==> src/sv/alfr_pkg.sv <==
package alfr_pkg;

	localparam int unsigned RING_LEN = 31;
	localparam int unsigned WORD_W = 32;
	localparam int unsigned VALUE_W = 31;
	localparam int unsigned FRONT_OFS = 3;
	localparam int unsigned FILL_WORDS = RING_LEN - 1;
	localparam int unsigned DISCARD_COUNT = 310;

	localparam int unsigned WCNT_W = $clog2(FILL_WORDS);
	localparam int unsigned DCNT_W = $clog2(DISCARD_COUNT);

	localparam logic [WORD_W-1:0] ZERO_SUBST = 32'd123459876;
	localparam logic [16:0] SCHRAGE_Q = 17'd127773;
	localparam logic [14:0] SCHRAGE_A = 15'd16807;
	localparam logic [11:0] SCHRAGE_R = 12'd2836;
	localparam logic [WORD_W-1:0] PM_MOD = 32'h7fffffff;
	localparam logic [WORD_W-1:0] PM_RECIP = 32'((64'd1 << 48) / 64'(SCHRAGE_Q));

	localparam logic [WORD_W-1:0] DEFAULT_RING [RING_LEN] = '{
		32'h991539b1, 32'h16a5bce3, 32'h6774a4cd, 32'h3e01511e, 32'h4e508aaa,
		32'h61048c05, 32'hf5500617, 32'h846b7115, 32'h6a19892c, 32'h896a97af,
		32'hdb48f936, 32'h14898454, 32'h37ffd106, 32'hb58bff9c, 32'h59e17104,
		32'hcf918a49, 32'h09378c83, 32'h52c7a471, 32'h8d293ea9, 32'h1f4fc301,
		32'hc3db71be, 32'h39b44e1c, 32'hf8a44ef9, 32'h4c8b80b1, 32'h19edc328,
		32'h87bf4bdd, 32'hc9b240e5, 32'he9ee4b1b, 32'h4382aee7, 32'h535b6b41,
		32'hf3bec5da
	};

	typedef enum logic [1:0] {
		ST_IDLE,
		ST_FILL,
		ST_DISCARD
	} state_t;

	typedef struct packed {
		logic shift;
		logic inject;
	} cell_ctrl_t;

endpackage

==> src/sv/alfr_cell.sv <==
module alfr_cell
	import alfr_pkg::*;
#(
	parameter logic [WORD_W-1:0] RESET_VAL = '0
) (
	input  logic              clk,
	input  logic              arst_n,
	input  cell_ctrl_t        ctrl,
	input  logic [WORD_W-1:0] nb_data,
	input  logic [WORD_W-1:0] inj_data,
	output logic [WORD_W-1:0] word
);

	logic [WORD_W-1:0] word_q;

	always_ff @(posedge clk or negedge arst_n) begin
		if (!arst_n) begin
			word_q <= RESET_VAL;
		end else if (ctrl.shift) begin
			word_q <= ctrl.inject ? inj_data : nb_data;
		end
	end

	assign word = word_q;

endmodule

==> src/sv/alfr_pm.sv <==
module alfr_pm
	import alfr_pkg::*;
(
	input  logic              clk,
	input  logic              arst_n,
	input  logic              start,
	input  logic [WORD_W-1:0] x_in,
	output logic              done,
	output logic [WORD_W-1:0] result
);

	logic              v_s1, v_s2, v_s3, v_s4;
	logic [WORD_W-1:0] x_s1, x_s2;
	logic [63:0]       prod_s1;
	logic [15:0]       hi_s2;
	logic [WORD_W-1:0] hq_s2;
	logic [31:0]       a_s3;
	logic [27:0]       b_s3;
	logic [WORD_W-1:0] res_s4;

	logic [WORD_W-1:0] x_sub;
	logic [17:0]       lo_est;
	logic [16:0]       lo_fix;
	logic [15:0]       hi_fix;
	logic [32:0]       r_diff;
	logic [32:0]       r_fix;

	assign x_sub = (x_in == '0) ? ZERO_SUBST : x_in;

	always_comb begin
		lo_est = 18'(x_s2 - hq_s2);
		if (lo_est >= 18'(SCHRAGE_Q)) begin
			lo_fix = 17'(lo_est - 18'(SCHRAGE_Q));
			hi_fix = hi_s2 + 16'd1;
		end else begin
			lo_fix = lo_est[16:0];
			hi_fix = hi_s2;
		end
		r_diff = {1'b0, a_s3} - {5'b0, b_s3};
		r_fix = r_diff[32] ? r_diff + {1'b0, PM_MOD} : r_diff;
	end

	always_ff @(posedge clk or negedge arst_n) begin
		if (!arst_n) begin
			v_s1 <= 1'b0;
			v_s2 <= 1'b0;
			v_s3 <= 1'b0;
			v_s4 <= 1'b0;
		end else begin
			v_s1 <= start;
			v_s2 <= v_s1;
			v_s3 <= v_s2;
			v_s4 <= v_s3;
		end
	end

	always_ff @(posedge clk) begin
		x_s1    <= x_sub;
		prod_s1 <= 64'(x_sub) * 64'(PM_RECIP);
		x_s2    <= x_s1;
		hi_s2   <= prod_s1[63:48];
		hq_s2   <= 32'(prod_s1[63:48] * SCHRAGE_Q);
		a_s3    <= 32'(lo_fix * SCHRAGE_A);
		b_s3    <= 28'(hi_fix * SCHRAGE_R);
		res_s4  <= r_fix[WORD_W-1:0];
	end

	assign done = v_s4;
	assign result = res_s4;

endmodule

==> src/sv/additive_lagged_fibonacci_rng.sv <==
// Additive lagged Fibonacci random number source with lags 31 and 3.
// Requests arrive on the s_ channel: s_tuser selects the kind (0 asks for
// the next value, 1 reseeds from s_tdata). Results leave on the m_ channel,
// with the 31-bit value in m_tdata. A next request gives its value in the
// output register in the cycle after acceptance, and one request per cycle is
// taken as long as the receiver keeps up. The ring is a row of 31 word
// cells that shift toward the front on each step, so each step is one add.
// A reseed gives no result; it shifts in the seed and thirty Park-Miller
// words, each from the four-stage Schrage unit, and then runs 310
// discarded steps, during which s_tready is low. Reset loads the fixed
// default ring at once and leaves the block idle with no result pending.
// While the receiver stalls, the pending value holds and no new request
// is taken.
module additive_lagged_fibonacci_rng
	import alfr_pkg::*;
(
	input  logic        clk,
	input  logic        arst_n,
	input  logic        s_tvalid,
	output logic        s_tready,
	input  logic [31:0] s_tdata,  // seed[31:0]
	input  logic        s_tuser,  // mode[0]
	output logic        m_tvalid,
	input  logic        m_tready,
	output logic [31:0] m_tdata   // value[30:0], zero[31]
);

	state_t state_q, state_d;

	logic [WORD_W-1:0] word [RING_LEN];
	cell_ctrl_t        ctrl [RING_LEN];
	logic [WORD_W-1:0] sum;
	logic [WORD_W-1:0] fill_data;
	logic [WORD_W-1:0] tail_in;
	logic [WORD_W-1:0] pm_result;
	logic              pm_done;
	logic              pm_start;
	logic              step;
	logic              fill_shift;
	logic              acc;
	logic              busy_q;
	logic [WCNT_W-1:0] word_cnt_q;
	logic [DCNT_W-1:0] disc_cnt_q;
	logic              out_valid_q;
	logic [VALUE_W-1:0] value_q;

	assign acc = s_tvalid && s_tready;
	assign sum = word[FRONT_OFS] + word[0];

	always_comb begin
		state_d = state_q;
		unique case (state_q)
			ST_IDLE: begin
				if (acc && s_tuser) begin
					state_d = ST_FILL;
				end
			end
			ST_FILL: begin
				if (pm_done && word_cnt_q == WCNT_W'(FILL_WORDS - 1)) begin
					state_d = ST_DISCARD;
				end
			end
			ST_DISCARD: begin
				if (disc_cnt_q == DCNT_W'(DISCARD_COUNT - 1)) begin
					state_d = ST_IDLE;
				end
			end
			default: state_d = ST_IDLE;
		endcase
	end

	always_comb begin
		s_tready = 1'b0;
		step = 1'b0;
		fill_shift = 1'b0;
		pm_start = 1'b0;
		fill_data = pm_result;
		unique case (state_q)
			ST_IDLE: begin
				s_tready = !out_valid_q || m_tready;
				step = acc && !s_tuser;
				fill_shift = acc && s_tuser;
				fill_data = s_tdata;
			end
			ST_FILL: begin
				pm_start = !busy_q;
				fill_shift = pm_done;
			end
			ST_DISCARD: begin
				step = 1'b1;
			end
			default: begin
				s_tready = 1'b0;
			end
		endcase
	end

	always_ff @(posedge clk or negedge arst_n) begin
		if (!arst_n) begin
			state_q <= ST_IDLE;
			busy_q <= 1'b0;
			word_cnt_q <= '0;
			disc_cnt_q <= '0;
			out_valid_q <= 1'b0;
		end else begin
			state_q <= state_d;
			if (pm_start) begin
				busy_q <= 1'b1;
			end else if (pm_done) begin
				busy_q <= 1'b0;
			end
			if (state_q == ST_IDLE) begin
				word_cnt_q <= '0;
			end else if (pm_done) begin
				word_cnt_q <= word_cnt_q + 1'b1;
			end
			if (state_q == ST_DISCARD) begin
				disc_cnt_q <= disc_cnt_q + 1'b1;
			end else begin
				disc_cnt_q <= '0;
			end
			if (acc && !s_tuser) begin
				out_valid_q <= 1'b1;
			end else if (m_tready) begin
				out_valid_q <= 1'b0;
			end
		end
	end

	always_ff @(posedge clk) begin
		if (acc && !s_tuser) begin
			value_q <= sum[WORD_W-1:1];
		end
	end

	assign tail_in = fill_shift ? fill_data : word[0];

	for (genvar k = 0; k < RING_LEN; k++) begin : g_cell
		assign ctrl[k].shift = step || fill_shift;
		assign ctrl[k].inject = step && (k == FRONT_OFS - 1);
		if (k == RING_LEN - 1) begin : g_tail
			alfr_cell #(.RESET_VAL(DEFAULT_RING[k])) u_cell (
				.clk      (clk),
				.arst_n   (arst_n),
				.ctrl     (ctrl[k]),
				.nb_data  (tail_in),
				.inj_data (sum),
				.word     (word[k])
			);
		end else begin : g_body
			alfr_cell #(.RESET_VAL(DEFAULT_RING[k])) u_cell (
				.clk      (clk),
				.arst_n   (arst_n),
				.ctrl     (ctrl[k]),
				.nb_data  (word[k+1]),
				.inj_data (sum),
				.word     (word[k])
			);
		end
	end

	alfr_pm u_pm (
		.clk    (clk),
		.arst_n (arst_n),
		.start  (pm_start),
		.x_in   (word[RING_LEN-1]),
		.done   (pm_done),
		.result (pm_result)
	);

	assign m_tvalid = out_valid_q;
	assign m_tdata = {1'b0, value_q};

`ifndef ASSERT_OFF
	a_reseed_enters_fill: assert property (@(posedge clk) disable iff (!arst_n)
		(s_tvalid && s_tready && s_tuser) |=> state_q == ST_FILL)
		else $error("reseed request did not start the fill");
	a_pm_done_in_fill: assert property (@(posedge clk) disable iff (!arst_n)
		pm_done |-> (state_q == ST_FILL && busy_q))
		else $error("Schrage unit finished outside a fill");
	a_result_from_next: assert property (@(posedge clk) disable iff (!arst_n)
		$rose(m_tvalid) |-> $past(s_tvalid && s_tready && !s_tuser))
		else $error("result appeared without a next request");
	a_no_step_and_fill: assert property (@(posedge clk) disable iff (!arst_n)
		!(step && fill_shift))
		else $error("ring stepped and filled in the same cycle");
`endif

endmodule

==> config.mk <==
export PLATFORM = sky130hd
export DESIGN_NAME = additive_lagged_fibonacci_rng
export DESIGN_NICKNAME = d
export VERILOG_FILES = /design/src/sv/alfr_pkg.sv /design/src/sv/alfr_cell.sv /design/src/sv/alfr_pm.sv /design/src/sv/additive_lagged_fibonacci_rng.sv
export SDC_FILE = /design/constraint.sdc
export NUM_CORES = 2
export LEC_CHECK = 0
export ABC_AREA = 1
export BUFFER_PORTS_ARGS = -buffer_cell sky130_fd_sc_hd__buf_4
export CORE_AREA = 2 2 383 670
export CTS_BUF_LIST = sky130_fd_sc_hd__clkbuf_4
export DETAILED_ROUTE_END_ITERATION = 7
export DIE_AREA = 0 0 385 672
export PLACE_DENSITY = 0.47
export SYNTH_ARGS = -nofsm -noshare
export SYNTH_HDL_FRONTEND = slang
export SYNTH_SLANG_ARGS = --single-unit
export TNS_END_PERCENT = 5
==> constraint.sdc <==
create_clock -name clk -period 11.8 [get_ports clk]
set_input_delay 2.36 -clock clk [delete_from_list [all_inputs] [get_ports clk]]
set_output_delay 2.36 -clock clk [all_outputs]
set_load 0.02 [all_outputs]
== Yosys cells after proc, flatten, opt, wreduce, memory -nomap -nowiden ==
Cells that the tools add are included.
Operators by class
  multiply operators: 4
  reductions and logical operators: 15
  eq/ne operators: 7
  mux-type cells: 22
  order comparisons: 1
  add/sub/neg operators: 8
Operator list (number)
  32-bit two-way mux: 5
  32-bit by 31-bit multiplier with 63-bit output, second input constant: 1
  32-bit by 28-bit subtractor with 33-bit output: 1
  32-bit by 31-bit adder with 32-bit output, second input constant: 1
  32-bit adder: 1
  32-bit logical NOT: 1
  17-bit by 15-bit multiplier with 32-bit output, second input constant: 1
  16-bit by 10-bit multiplier with 26-bit output, second input constant: 1
  18-bit by 17-bit greater-or-equal comparator with 1-bit output, second input constant: 1
  16-bit by 17-bit multiplier with 18-bit output, second input constant: 1
  18-bit subtractor: 1
  17-bit two-way mux: 1
  17-bit subtractor, second input constant: 1
  16-bit by 1-bit adder with 16-bit output, second input constant: 1
  16-bit two-way mux: 1
  5-bit two-way mux: 2
  9-bit by 1-bit adder with 9-bit output, second input constant: 1
  9-bit equality test, second input constant: 1
  9-bit two-way mux: 1
  1-bit two-way mux: 6
  2-bit two-way mux: 3
  2-bit != test, second input constant: 3
  2-bit one-hot mux with 3 select lines: 1
  2-bit nonzero test: 3
  10 further kinds: 17
Storage, ports and cells
  input port bits: 37
  output and inout port bits: 34
  register bits: 1268

== Depth between registers and ports, before layout ==
  depth in word-level cells: 7
  mapped depth: 47

== Modules after synthesis ==
Synthesis repeated with hierarchy kept, for this count alone.
Unflattened totals
  cell total of the unflattened synthesis: 13234
  area total of the unflattened synthesis: 95540.4 µm²
By module, submodules not included
  alfr_pm: cells each 4035, sequential area each 3583.4 µm², times used 1, area an instance 34126.5 µm²
  alfr_cell at g_cell[0].g_body.u_cell ...: cells each 272, sequential area each 819.5 µm², times used 6, area an instance 1826.8 µm²
  alfr_cell at g_cell[14].g_body.u_cell ...: cells each 272, sequential area each 817.0 µm², times used 5, area an instance 1824.2 µm²
  alfr_cell at g_cell[13].g_body.u_cell ...: cells each 272, sequential area each 827.0 µm², times used 3, area an instance 1834.3 µm²
  alfr_cell at g_cell[10].g_body.u_cell ...: cells each 272, sequential area each 823.3 µm², times used 3, area an instance 1830.5 µm²
  alfr_cell at g_cell[18].g_body.u_cell ...: cells each 272, sequential area each 820.8 µm², times used 3, area an instance 1828.0 µm²
  alfr_cell at g_cell[26].g_body.u_cell ...: cells each 272, sequential area each 818.3 µm², times used 3, area an instance 1825.5 µm²
  additive_lagged_fibonacci_rng: cells each 767, sequential area each 1381.3 µm², times used 1, area an instance 4759.6 µm²
  alfr_cell at g_cell[12].g_body.u_cell ...: cells each 272, sequential area each 824.5 µm², times used 2, area an instance 1831.8 µm²
  alfr_cell at g_cell[1].g_body.u_cell ...: cells each 272, sequential area each 822.0 µm², times used 2, area an instance 1829.3 µm²
  alfr_cell at g_cell[20].g_body.u_cell: cells each 272, sequential area each 825.8 µm², times used 1, area an instance 1833.0 µm²
  alfr_cell at g_cell[23].g_body.u_cell: cells each 272, sequential area each 815.8 µm², times used 1, area an instance 1823.0 µm²
  alfr_cell at g_cell[11].g_body.u_cell: cells each 272, sequential area each 813.3 µm², times used 1, area an instance 1820.5 µm²
  alfr_cell at g_cell[5].g_body.u_cell: cells each 272, sequential area each 812.0 µm², times used 1, area an instance 1819.2 µm²

== Least setup slack after synthesis ==
No wires, ideal clock.
  path type: flip-flop to flip-flop
  start point: reg, netlist name u_pm.hi_s2[0]
  end point: reg u_pm.a_s3[26]
  slack: 4520 ps
  stages on the path, launching flop included: 41
  arrival: 7160 ps
  path buffers: 2
  data required time: 11680 ps
  cells stage by stage: dfxtp_1 > ha_1 > fa_1 > inv_1 > nand3_1 > nand2_2 > nand2_1 > nand3_1 > nand2_2 > nor2_4 > nand3_1 > nand2_1 > nand2_2 > nand3_2 > nand3_4 > buf_8 > buf_4 > nand2_1 > (+5 left out) > inv_1 > ha_1 > fa_1 > inv_1 > fa_1 > inv_1 > ha_1 > a21oi_1 > inv_1 > a21oi_1 > inv_1 > nand2_1 > nand2_1 > a21oi_1 > o21bai_1 > nand3_1 > nand3_1 > xor2_1
RTL lines
  end signal: assignment: RTL line alfr_pm.sv:63  | a_s3 <= 32'(lo_fix * SCHRAGE_A);
  end: declaration: RTL line alfr_pm.sv:17  | logic [31:0] a_s3;

== Worst setup path in the final report ==
  start point: reg g_cell[30].g_tail.u_cell.word_q[9]
  end point: reg u_pm.prod_s1[48]
On the way
  cells in the longest elaborated chain, start to end: 3
Ends and longest elaborated chain
  start: declaration: RTL line alfr_cell.sv:14  | logic [WORD_W-1:0] word_q;
  start signal: assignment: RTL line alfr_cell.sv:20  | word_q <= ctrl.inject ? inj_data : nb_data;
  32-bit logical NOT: RTL line alfr_pm.sv:28  | assign x_sub = (x_in == '0) ? ZERO_SUBST : x_in;
  32-bit two-way mux: RTL line alfr_pm.sv:28
  named net u_pm.x_sub[14]: RTL line alfr_pm.sv:21  | logic [WORD_W-1:0] x_sub;
  32-bit by 31-bit multiplier with 63-bit output: RTL line alfr_pm.sv:59  | prod_s1 <= 64'(x_sub) * 64'(PM_RECIP);
  end signal: assignment: RTL line alfr_pm.sv:59
  end: declaration: RTL line alfr_pm.sv:14  | logic [63:0] prod_s1;
The timed path passes the listed nets, and every way through them passes these cells.
A chain may end at the register's enable or synchronous reset.

==> key figures <==
Placement
  – Worst setup slack before clock tree synthesis: 2525 ps
  – Final HPWL from detailed placement: 170100 um
  – Final Wtd Congestion: 0.9327
  – Port-buffer cells: 69
  – Standard cell area after detailed placement: 79720 sq um

Synthesis
  – Area share of the leading cell type in the synthesized netlist: 0.1748
  – Most instantiated cells after synthesis: nand2_1 (3165), inv_1 (1361), ha_1 (748)
  – Net Count, Synth: 9954
  – Count of synthesis-stage warnings from yosys: 0
  – Ranking of synthesized cells by area: dfrtp_1 (17%), dfstp_2 (17%), nand2_1 (16%)
  – Number of flops mapped to enable cells by yosys: 31
  – Share of flip-flops with an asynchronous set or reset: 0.8318
  – Count of distinct cell types in the synthesized netlist: 65
  – Synthesized cell area: 75740 sq um
  – Seq/Total Area, Yosys: 0.4013
  – Synthesized area divided by synthesized cell count: 8.709 sq um
  – Main flop type after synthesis: dfrtp_1
  – Most common cell in the synthesized netlist: nand2_1
  – Synth area leader: dfrtp_1
  – Synth Register Bits: 1219
  – Mapped Cells: 8697

Clock tree
  – Number of buffers on the longest clock path: 4
  – Post-CTS Resized: 0
  – Sinks on Clock Net: 1219
  – Count of hold buffers inserted by post-cts repair: 0
  – Setup Fix Bufs, Post-CTS: 0
  – Clock latency at the later pin of the worst-skew pair: 1210 ps
  – CTS root buffer: clkbuf_4
  – Clock buffers created by TritonCTS: 307
  – Register clock-pin slew on the reported worst setup and hold paths: 80 ps
  – CTS tree: yes
  – H-tree depth: 5

GRT
  – Global-route congestion overflow total: 0
  – First-pass GRT wire length: 347300 um
  – Antenna violations before repair: 8
  – Maximum number of pins on one net before global-route repair: 224
  – Vias in the first global route: 59260
  – Total global routing track utilization: 0.1749

Worst hold path
  – Min-delay worst type: reg -> reg

Die
  – # rows: 245
  – Die height: 672 um
  – I/O pin count: 71
  – Starting Density: 0.2988
  – Die Wd: 385 um
  – Core outline area: 253500 sq um
  – Die footprint: 258700 sq um

Worst setup path
  – Cells on worst reg2reg path: 27
  – Critical Path Sink: u_pm.prod_s1[48]
  – Logic depth of the worst path, buffers included: 27
  – Worst EP required: 12680 ps
  – Worst Setup Start Kind: register
  – Crit path largest cell delay: 800 ps
  – Internal reg-to-reg setup slack: 2400 ps
  – Data arrival time of the critical path: 10280 ps
  – Worst reg2reg startpoint: g_cell[30].g_tail.u_cell.word[9]
  – Critical Path Source: g_cell[30].g_tail.u_cell.word[9]
  – Worst path top cell family by delay: adder cells
  – Sum of buffers and inverters on the critical path: 8
  – Highest-delay cell along the critical path: nor2_1
  – Worst setup path class: reg -> reg
  – Biggest fanout along the worst timing path: 13
  – Worst r2r dst: u_pm.prod_s1[48]
  – Setup crit end kind: register
  – Most common cell type on the critical path: inv_1

Final layout
  – Total Nets Final: 10110
  – Cell area after layout: 83800 sq um
  – Share of final-layout standard cells stronger than drive strength 1: 0.1259
  – Relative area change from synthesis to final layout: 10.64%

Detailed routing
  – Vias after detailed routing: 55560
  – Average wire per cell in the routed design: 17.99 um
  – Violation count after the first detailed-route iteration: 2661
  – First-pass iteration count of the detailed router: 5
  – DRC Markers: 0
  – Total wire length: 224000 um
  – Remaining number of nets flagged by the antenna check after routing: 0
  – DR vias/cell: 4.462

Timing
  – Shortest period the worst path allows: 9400 ps
  – Unrepaired setup endpoints after global routing: false
  – Highest Clock Rate: 106.4 MHz
  – Max-Slew Margin vs Limit: 0.2904
  – Max-slew violations: 0
  – Post-Route Skew: 165.3 ps
  – Worst setup slack after layout: 2400 ps
  – Endpoints failing setup: 0
  – Number of hold violations in the final report: 0
  – Period utilization: 0.7966
  – Actual transition at the worst max-transition pin: 1064 ps
  – Summed negative setup slack over all endpoints: 0 ps

Flow run
  – Number of max-cap violations: 0

Outcome
  – Status: completed
[metrics by stage]
stage,utilization,cells,hold WS (ps)
floorplan,-,8697,309.6
global placement,0.3144,11870,312.4
detailed placement,0.3144,11870,314.3
CTS,0.3303,12420,316.8
global route,0.3305,12450,329.2
finish,0.3306,12450,325.3
[kinds of logic after synthesis]
kind of cell               after synthesis  synth area share
and+or+nand+nor                       3746            0.1930
other                                    1        0.00004951
buffers and inverters                 1633           0.08304
DFF                                   1219            0.4013
adders and majority gates             1220            0.2483
xor gates and xnor gates               206           0.02427
AOI/OAI and AO/OA                      672           0.05004
[flip-flops by register name (all words and copies together), names as in the netlist]
| name | count |
|---|---|
| u_pm.prod_s1 | 16 |
| g_cell.g_body.u_cell.word | 960 |
| u_pm.result | 32 |
| u_pm.x_s2 | 18 |
| value_q | 31 |
| u_pm.a_s3 | 32 |
| u_pm.done | 1 |
| busy_q | 1 |
| u_pm.v_s3 | 1 |
| disc_cnt_q | 9 |
| u_pm.hq_s2 | 16 |
| u_pm.v_s1 | 1 |
| u_pm.hi_s2 | 16 |
| m_tvalid | 1 |
| u_pm.b_s3 | 26 |
| g_cell.g_tail.u_cell.word | 32 |
| state_q | 2 |
| u_pm.v_s2 | 1 |
| u_pm.x_s1 | 18 |
| word_cnt_q | 5 |
[metal layers]
layer	routed length, um	share of wire	track usage
met5	13	0.000058	0
met1	82560	0.37	0.1838
met3	6139	0.027	0.01974
met4	12760	0.057	0.09306
met2	122500	0.55	0.3349
[placed cells by master, fill, tap and decap left out, types with 31 or more instances in the layout]
cell type,count
nand4_1,49
ha_1,748
dfrtp_1,529
clkinv_1,53
nand2_1,3165
fa_1,472
clkbuf_4,474
o211ai_1,40
dfstp_2,485
edfxtp_1,31
nor2_1,306
nor3_1,47
xnor2_1,69
xor2_1,134
inv_1,1361
nand3_1,115
a21oi_1,229
dfxtp_1,174
o21ai_0,273
buf_4,93
[worst register-to-register path, delay by kind of cell (launching register included)]
family | cells | cell delay, ps
adders and majority gates | 9 | 4270
and+or+nand+nor | 9 | 2400
buffers and inverters | 8 | 1040
xor gates and xnor gates | 1 | 690
DFF | 1 | 680
[layout make-up]
type,count,area [sq um]
tap,3334,4172
sequential,1219,30400
clock buffer,474,3558
multi-input combinational,5845,39080
fill,26820,169700
inverter,1371,5154
timing repair buffer,104,913.4
antenna,30,75.07
clock inverter,76,450.4
[how the worst min path moves through the flow]
stage                                                 from                               end  slack (ps)  depth (start not counted)
after detailed placement                     u_pm.x_s1[17]                     u_pm.x_s2[17]         310                          0
after global routing                         u_pm.x_s1[17]                     u_pm.x_s2[17]         330                          0
after global placement                       u_pm.x_s1[17]                     u_pm.x_s2[17]         310                          0
after floorplan                               u_pm.x_s1[0]                      u_pm.x_s2[0]         310                          0
after CTS                 g_cell[7].g_body.u_cell.word[10]  g_cell[6].g_body.u_cell.word[10]         320                          2
final                                        u_pm.x_s1[17]                     u_pm.x_s2[17]         330                          0
Power is not shown: default switching activity piles up to over one toggle a cycle in this logic, so the estimate is an artifact.
